## src/sv/qrsd_pkg.sv

```systemverilog
package qrsd_pkg;

    localparam int unsigned SAMPLE_W = 8;
    localparam int unsigned DIFF_W   = 9;
    localparam int unsigned PROD_W   = 24;
    localparam int unsigned HALF_W   = 16;
    localparam int unsigned THR_W    = 24;
    localparam int unsigned REFR_W   = 8;
    localparam int unsigned RATE_W   = 16;
    localparam int unsigned CFG_IDX_W  = 2;
    localparam int unsigned CFG_DATA_W = 24;
    localparam int unsigned OUT_DATA_W = 32;

    localparam logic [CFG_IDX_W-1:0] CFG_DETECT_THRESHOLD  = 2'd0;
    localparam logic [CFG_IDX_W-1:0] CFG_REFRACTORY_LENGTH = 2'd1;
    localparam logic [CFG_IDX_W-1:0] CFG_RATE_CONSTANT     = 2'd2;

    localparam logic [THR_W-1:0]  RST_DETECT_THRESHOLD  = 24'd128;
    localparam logic [REFR_W-1:0] RST_REFRACTORY_LENGTH = 8'd40;
    localparam logic [RATE_W-1:0] RST_RATE_CONSTANT     = 16'd12000;

    localparam logic [RATE_W-1:0] INTERVAL_MAX = 16'hFFFF;
    localparam logic [PROD_W-1:0] CLIP_MAX     = 24'd255;

    typedef enum logic [5:0] {
        ST_IDLE   = 6'b000001,
        ST_MUL_AB = 6'b000010,
        ST_MUL_C  = 6'b000100,
        ST_DECIDE = 6'b001000,
        ST_DIV    = 6'b010000,
        ST_FINISH = 6'b100000
    } t_state;

    typedef struct packed {
        logic              start;
        logic [RATE_W-1:0] dividend;
        logic [RATE_W-1:0] divisor;
    } t_div_req;

    typedef struct packed {
        logic              done;
        logic [RATE_W-1:0] quotient;
    } t_div_rsp;

endpackage

```

## src/sv/qrsd_div.sv

```systemverilog
module qrsd_div (
    input  logic                i_clk,
    input  logic                i_rst_n,
    input  qrsd_pkg::t_div_req  i_req,
    output qrsd_pkg::t_div_rsp  o_rsp
);

    localparam int unsigned W     = qrsd_pkg::RATE_W;
    localparam int unsigned CNT_W = $clog2(W + 1);

    logic [W-1:0]     r_rem;
    logic [W-1:0]     r_quo;
    logic [W-1:0]     r_dvs;
    logic [CNT_W-1:0] r_cnt;
    logic             r_busy;
    logic             r_done;

    logic [W:0]       rem_sh;
    logic [W:0]       rem_sub;
    logic             ge;

    // one quotient bit per cycle, restoring
    assign rem_sh  = {r_rem, r_quo[W-1]};
    assign ge      = rem_sh >= {1'b0, r_dvs};
    assign rem_sub = rem_sh - {1'b0, r_dvs};

    always_ff @(posedge i_clk) begin
        if (!i_rst_n) begin
            r_busy <= 1'b0;
            r_done <= 1'b0;
            r_cnt  <= '0;
        end else begin
            r_done <= 1'b0;
            if (i_req.start) begin
                r_busy <= 1'b1;
                r_cnt  <= '0;
                r_rem  <= '0;
                r_quo  <= i_req.dividend;
                r_dvs  <= i_req.divisor;
            end else if (r_busy) begin
                r_rem <= ge ? rem_sub[W-1:0] : rem_sh[W-1:0];
                r_quo <= {r_quo[W-2:0], ge};
                r_cnt <= r_cnt + 1'b1;
                if (r_cnt == CNT_W'(W - 1)) begin
                    r_busy <= 1'b0;
                    r_done <= 1'b1;
                end
            end
        end
    end

    assign o_rsp.done     = r_done;
    assign o_rsp.quotient = r_quo;

endmodule

```

## src/sv/qrs_detector_heart_rate_top.sv

```systemverilog
// QRS detector with heart-rate readout (multiplication of backward differences).
// Input stream: one 8-bit ECG sample per item on s_axis_*.
// Output stream: one result per sample on m_axis_*; tdata carries the clipped
// difference product, the refractory indicator and the heart rate, tuser
// flags a detected beat (heart rate is zero otherwise).
// Configuration: write enable, register index and data, taken on any cycle
// while the block is idle: 0 threshold, 1 refractory length, 2 rate constant.
// The block does not enforce this. An accepted sample passes ST_MUL_AB, ST_MUL_C,
// ST_DECIDE and ST_FINISH, which registers the result; on a beat, ST_DIV lies
// before ST_FINISH and waits for the 16-step bit-serial divider that forms the
// heart rate. s_axis_tready returns in the same cycle as the result is registered.
// The two multiplications of the 8-bit magnitudes share one 16x8 multiplier, in
// ST_MUL_AB and ST_MUL_C. A finished result sits in the output register; the next
// sample is taken and worked on meanwhile, and its result waits until the receiver
// takes the earlier one, so a stalled receiver eventually stalls the input.
// Synchronous reset clears the history, the counters and the output valid,
// and loads the register defaults (threshold 128, length 40, constant 12000).
module qrs_detector_heart_rate_top (
    input  logic        i_clk,
    input  logic        i_rst_n,
    input  logic        s_axis_tvalid,
    output logic        s_axis_tready,
    input  logic [7:0]  s_axis_tdata,   // [7:0] sample
    output logic        m_axis_tvalid,
    input  logic        m_axis_tready,
    output logic [31:0] m_axis_tdata,   // [7:0] product_clipped, [8] indicator_on,
                                        // [24:9] heart_rate, [31:25] zero
    output logic        m_axis_tuser,   // [0] beat
    input  logic        i_cfg_we,
    input  logic [1:0]  i_cfg_index,
    input  logic [23:0] i_cfg_data
);

    localparam int unsigned SW = qrsd_pkg::SAMPLE_W;
    localparam int unsigned DW = qrsd_pkg::DIFF_W;
    localparam int unsigned PW = qrsd_pkg::PROD_W;
    localparam int unsigned HW = qrsd_pkg::HALF_W;
    localparam int unsigned RW = qrsd_pkg::RATE_W;
    localparam int unsigned LW = qrsd_pkg::REFR_W;

    qrsd_pkg::t_state r_state;

    logic [qrsd_pkg::THR_W-1:0] r_thr;
    logic [LW-1:0]              r_len;
    logic [RW-1:0]              r_rconst;

    logic [SW-1:0] r_prev;
    logic [DW-1:0] r_d0;
    logic [DW-1:0] r_d1;
    logic [DW-1:0] r_d2;
    logic [LW-1:0] r_refr;
    logic [RW-1:0] r_intv;
    logic [PW-1:0] r_prod;
    logic          r_beat;
    logic [RW-1:0] r_rate;

    logic          r_out_valid;
    logic [SW-1:0] r_out_prod;
    logic          r_out_beat;
    logic          r_out_ind;
    logic [RW-1:0] r_out_rate;

    logic [DW-1:0] diff_new;
    logic [SW-1:0] mag0;
    logic [SW-1:0] mag1;
    logic [SW-1:0] mag2;
    logic          all_pos;
    logic          all_neg;
    logic [HW-1:0] mul_a;
    logic [SW-1:0] mul_b;
    logic [PW-1:0] mul_p;
    logic [LW:0]   refr_next;
    logic          out_free;

    qrsd_pkg::t_div_req div_req;
    qrsd_pkg::t_div_rsp div_rsp;

    function automatic logic [SW-1:0] mag(input logic [DW-1:0] v);
        logic [DW-1:0] n;
        n = v[DW-1] ? (~v + 1'b1) : v;
        return n[SW-1:0];
    endfunction

    assign diff_new = {1'b0, s_axis_tdata} - {1'b0, r_prev};
    assign mag0 = mag(r_d0);
    assign mag1 = mag(r_d1);
    assign mag2 = mag(r_d2);
    assign all_pos = !r_d0[DW-1] && !r_d1[DW-1] && !r_d2[DW-1]
                     && (r_d0 != '0) && (r_d1 != '0) && (r_d2 != '0);
    assign all_neg = r_d0[DW-1] && r_d1[DW-1] && r_d2[DW-1];

    // shared multiplier: |d0|*|d1| first, then that times |d2|
    always_comb begin
        if (r_state == qrsd_pkg::ST_MUL_C) begin
            mul_a = r_prod[HW-1:0];
            mul_b = mag2;
        end else begin
            mul_a = {{(HW-SW){1'b0}}, mag0};
            mul_b = mag1;
        end
    end
    assign mul_p = PW'(mul_a) * PW'(mul_b);

    assign refr_next = {1'b0, r_refr} + 1'b1;
    assign out_free  = !r_out_valid || m_axis_tready;

    assign div_req.start    = (r_state == qrsd_pkg::ST_DECIDE) && (r_refr == '0)
                              && (r_prod > r_thr);
    assign div_req.dividend = r_rconst;
    assign div_req.divisor  = r_intv;

    qrsd_div u_div (
        .i_clk   (i_clk),
        .i_rst_n (i_rst_n),
        .i_req   (div_req),
        .o_rsp   (div_rsp)
    );

    always_ff @(posedge i_clk) begin
        if (!i_rst_n) begin
            r_thr    <= qrsd_pkg::RST_DETECT_THRESHOLD;
            r_len    <= qrsd_pkg::RST_REFRACTORY_LENGTH;
            r_rconst <= qrsd_pkg::RST_RATE_CONSTANT;
        end else if (i_cfg_we) begin
            unique case (i_cfg_index)
                qrsd_pkg::CFG_DETECT_THRESHOLD:  r_thr    <= i_cfg_data;
                qrsd_pkg::CFG_REFRACTORY_LENGTH: r_len    <= i_cfg_data[LW-1:0];
                qrsd_pkg::CFG_RATE_CONSTANT:     r_rconst <= i_cfg_data[RW-1:0];
                default: ;
            endcase
        end
    end

    always_ff @(posedge i_clk) begin
        if (!i_rst_n) begin
            r_state     <= qrsd_pkg::ST_IDLE;
            r_prev      <= '0;
            r_d0        <= '0;
            r_d1        <= '0;
            r_d2        <= '0;
            r_refr      <= '0;
            r_intv      <= '0;
            r_out_valid <= 1'b0;
        end else begin
            if ((r_state == qrsd_pkg::ST_FINISH) && out_free) begin
                r_out_valid <= 1'b1;
            end else if (m_axis_tready) begin
                r_out_valid <= 1'b0;
            end
            unique case (r_state)
                qrsd_pkg::ST_IDLE: begin
                    if (s_axis_tvalid) begin
                        r_d2   <= r_d1;
                        r_d1   <= r_d0;
                        r_d0   <= diff_new;
                        r_prev <= s_axis_tdata;
                        if (r_intv != qrsd_pkg::INTERVAL_MAX) begin
                            r_intv <= r_intv + 1'b1;
                        end
                        r_state <= qrsd_pkg::ST_MUL_AB;
                    end
                end
                qrsd_pkg::ST_MUL_AB: begin
                    r_prod  <= mul_p;
                    r_state <= qrsd_pkg::ST_MUL_C;
                end
                qrsd_pkg::ST_MUL_C: begin
                    r_prod  <= (all_pos || all_neg) ? mul_p : '0;
                    r_state <= qrsd_pkg::ST_DECIDE;
                end
                qrsd_pkg::ST_DECIDE: begin
                    r_rate <= '0;
                    if (r_refr != '0) begin
                        r_refr  <= (refr_next >= {1'b0, r_len}) ? '0 : refr_next[LW-1:0];
                        r_beat  <= 1'b0;
                        r_state <= qrsd_pkg::ST_FINISH;
                    end else if (r_prod > r_thr) begin
                        r_refr  <= (r_len <= LW'(1)) ? '0 : LW'(1);
                        r_beat  <= 1'b1;
                        r_intv  <= '0;
                        r_state <= qrsd_pkg::ST_DIV;
                    end else begin
                        r_beat  <= 1'b0;
                        r_state <= qrsd_pkg::ST_FINISH;
                    end
                end
                qrsd_pkg::ST_DIV: begin
                    if (div_rsp.done) begin
                        r_rate  <= div_rsp.quotient;
                        r_state <= qrsd_pkg::ST_FINISH;
                    end
                end
                qrsd_pkg::ST_FINISH: begin
                    if (out_free) begin
                        r_out_prod  <= (r_prod > qrsd_pkg::CLIP_MAX) ? '1 : r_prod[SW-1:0];
                        r_out_beat  <= r_beat;
                        r_out_ind   <= (r_refr != '0);
                        r_out_rate  <= r_rate;
                        r_state     <= qrsd_pkg::ST_IDLE;
                    end
                end
                default: r_state <= qrsd_pkg::ST_IDLE;
            endcase
        end
    end

    assign s_axis_tready = (r_state == qrsd_pkg::ST_IDLE);
    assign m_axis_tvalid = r_out_valid;
    assign m_axis_tuser  = r_out_beat;
    assign m_axis_tdata  = {{(qrsd_pkg::OUT_DATA_W - RW - 1 - SW){1'b0}},
                            r_out_rate, r_out_ind, r_out_prod};

endmodule
```

## config.mk

```make
export PLATFORM = sky130hd
export DESIGN_NAME = qrs_detector_heart_rate_top
export DESIGN_NICKNAME = d
export VERILOG_FILES = /design/src/sv/qrsd_pkg.sv /design/src/sv/qrsd_div.sv /design/src/sv/qrs_detector_heart_rate_top.sv
export SDC_FILE = /design/constraint.sdc
export NUM_CORES = 1
export LEC_CHECK = 0
export BUFFER_PORTS_ARGS = -buffer_cell sky130_fd_sc_hd__buf_2
export CORE_MARGIN = 5
export CORE_UTILIZATION = 32
export DETAILED_ROUTE_END_ITERATION = 8
export GPL_ROUTABILITY_DRIVEN = 0
export SYNTH_ARGS = -nofsm -noshare
export SYNTH_HDL_FRONTEND = slang
export SYNTH_SLANG_ARGS = --single-unit
```

## constraint.sdc

```tcl
create_clock -name i_clk -period 7.8 [get_ports i_clk]
set_input_delay 0.78 -clock i_clk [delete_from_list [all_inputs] [get_ports i_clk]]
set_output_delay 0.78 -clock i_clk [all_outputs]
set_load 0.03 [all_outputs]
```

==> results_dict.tcl <==
set metrics [dict create \
    synth-compound-area-share_pct 11.98 \
    r2r_slack_ns 1.24 \
    syn_area_sq_um 15660 \
    die_area_sq_um 53470 \
    finalCritPeriodShare_pct 84.13 \
    synthSimpleGateAreaFrac_pct 18.57 \
    setup_tns_ns 0 \
    layout_common_cells "229 x nand2_1, 197 x nor2_1, 194 x inv_1, 124 x a21oi_1, 121 x dfxtp_1" \
    fmax_mhz 152.4 \
    maxCapViolCount 0 \
    critical_path.max_fanout 39 \
    setup_viol 0 \
    grt_pass1_wl_um 61090 \
    hpwl_um 27670 \
    synth_xor_xnor_area_share_pct 3.076 \
    switching_share_pct 24.17 \
    synth_area_leaders "edfxtp_1 22%, dfxtp_1 15%, fa_1 11%, ha_1 8.6%, nand2_1 5.5%" \
    comb_power_share_pct 8.6 \
    timing.rr.end "r_prod[22]" \
    grt_max_degree 47 \
    async_reset_ff_share_pct 0 \
    drt_wl_total_um 36340 \
    critPathKind "register to register" \
    drtPass1Iterations 5 \
    hold_buffers 0 \
    setup.worst_path.start_class "register" \
    via_count 12000 \
    end_kind "register" \
    hold_viol 0 \
    synth_cells 1728 \
    cp.arrival_ns 6.84 \
    seqPwrFrac_pct 45.8 \
    synth.avg_cell_area_sq_um 9.063 \
    ys_types 70 \
    synth_enable_flop_cells 115 \
    cts_tree "built" \
    grt_overflow 0 \
    viasPerCell 4.971 \
    rsz0062_at_grt "no" \
    gr-usage-all-layers_pct 13.61 \
    clockRootBuffer "clkbuf_16" \
    synth_top_cell_by_area "edfxtp_1" \
    clockPowerShare_pct 45.5 \
    cts-resized-gates 0 \
    synthAdderAreaFrac_pct 19.62 \
    muxShareOfSynthArea_pct 2.389 \
    synth_top_family_by_area "adder cells" \
    die_y_um 231.2 \
    synthFlopType "dfxtp_1" \
    fin_skew_ns 0.01960 \
    status "completed" \
    p_int_mw 2.216 \
    htreeDepth 1 \
    synth_top_area_share_pct 22.05 \
    start_util_pct 32.19 \
    clock-sinks 236 \
    tightest_slew_ns 1.166 \
    dieWidth_um 231.2 \
    clk_latency_ns 0.54 \
    cts_buffer_depth 3 \
    io_pins 74 \
    period_needed_ns 6.562 \
    drt_iter0_markers 798 \
    critPathRequiredTime_ns 8.08 \
    worstHoldPathCells 0 \
    ys_seq_elements 236 \
    clk_pin_slew_ns 0.07 \
    slew_headroom_pct 21.96 \
    ys_seq_area_share_pct 37.52 \
    nNetsFinal 2005 \
    remaining_drc_errors 0 \
    num_rows 81 \
    wl_per_cell_um 15.06 \
    slew_viol_final 0 \
    min_from "r_rate[1]" \
    timing.rr.start "r_state[3]" \
    p_per_area_nw_per_um2 166.5 \
    p_sw_mw 0.7064 \
    reg.largest.list "r_prod: 24 flops, r_thr: 24 flops" \
    final_common_cell "nand2_1" \
    stdcell_area_sq_um 17560 \
    n_antenna_cell 0 \
    ant_nets 0 \
    r2r_cells 21 \
    syn_to_final_growth_pct 12.10 \
    grt_antenna_before_repair 0 \
    p_leak_nw 7.227 \
    cts_buffers 25 \
    ys_warn_count 0 \
    drive_above_1_share_pct 10.33 \
    grt_pass1_vias 12030 \
    portBuffers 66 \
    cts_setup_buffers 0 \
    hold_class "register to register" \
    min_to "r_out_rate[1]" \
    peakVddDrop_v 0.0001596 \
    core-area_sq_um 48650 \
    placed_area_sq_um 16620 \
]
## power groups by stage
stage	sequential (mW)	combinational [mW]	clock, mW
floorplan	1.36	0.187	0
CTS	1.34	0.254	1.36
global placement	1.37	0.248	0
global route	1.34	0.288	1.41
finish	1.34	0.252	1.33
detailed placement	1.37	0.252	0
## per-layer routing
layer / wire length [um] / GRT usage [%] / vias to the layer above
met1: 15880 / 17.50 / 5787
met2: 17820 / 23.96 / 249
met3: 1611 / 1.605 / 73
met4: 1029 / 4.328 / 0
met5: 0 / 0 / -
li1: - / - / 5886
## critical path, stage by stage, from the launching register on
cell     delay, ns
dfxtp_1       0.39
nor3_2        0.32
and3_1        0.31
buf_4         0.38
nor2_1        0.09
a21oi_1       0.49
nor2_1        0.16
fa_1          0.57
inv_1         0.05
fa_1          0.48
inv_1         0.06
fa_1          0.53
inv_1         0.05
fa_1          0.53
inv_1         0.04
ha_1          0.21
or3_1         0.39
a21oi_1       0.32
a211o_1       0.26
nand3_1       0.13
a31oi_1       0.20
mux2_2        0.36
## worst max path at each step
stage | from | slack, ns | endpoint
2_1_floorplan | r_state[3] | 1.76 | r_prod[22]
3_3_place_gp | r_state[3] | 1.48 | r_prod[22]
3_5_place_dp | r_state[3] | 1.29 | r_prod[22]
4_1_cts | r_state[3] | 1.24 | r_prod[22]
5_1_grt | r_state[3] | 0.83 | r_prod[22]
6_report | r_state[3] | 1.24 | r_prod[22]
## per-stage QoR
| stage | hold slack [ns] | util, % | setup slack (ns) | instances | power (mW) |
|---|---|---|---|---|---|
| global placement | 0.4026 | 34.16 | 1.484 | 2367 | 1.613 |
| detailed placement | 0.4056 | 34.16 | 1.294 | 2367 | 1.619 |
| CTS | 0.4182 | 36.09 | 1.244 | 2413 | 2.955 |
| floorplan | 0.4003 | - | 1.765 | 1734 | 1.543 |
| finish | 0.4100 | 36.09 | 1.238 | 2413 | 2.922 |
| global route | 0.4243 | 36.09 | 0.8278 | 2413 | 3.045 |
## kinds of logic (layout without fill, tap and decap cells)
| group | Yosys count | count (layout) |
|---|---|---|
| AO/OA/AOI/OAI | 300 | 300 |
| XOR/XNOR | 55 | 55 |
| adder cells (fa/ha/maj) | 194 | 194 |
| buffers and inverters | 270 | 327 |
| flip-flops | 236 | 236 |
| multiplexers | 31 | 31 |
| other | 1 | 7 |
| AND/OR/NAND/NOR | 641 | 641 |
## cells in the mapped netlist, drive strengths merged (23+ instances only)
library cell,count
inv,195
a21oi,125
clkbuf,58
ha,108
xnor2,32
edfxtp,115
nor3,27
o21ai,47
fa,86
nand2,229
and2,24
xor2,23
dfxtp,121
nor2,199
nand3,56
## area by class of cell
cell class | count | area [sq um]
clock buffer | 29 | 703.2
inverter | 195 | 732.0
multi-input combinational | 1228 | 8753
fill | 4895 | 31090
sequential | 236 | 5876
tap | 622 | 778.2
clock inverter | 17 | 234.0
timing repair buffer | 86 | 480.5
Power figures use the tool's default switching activity.
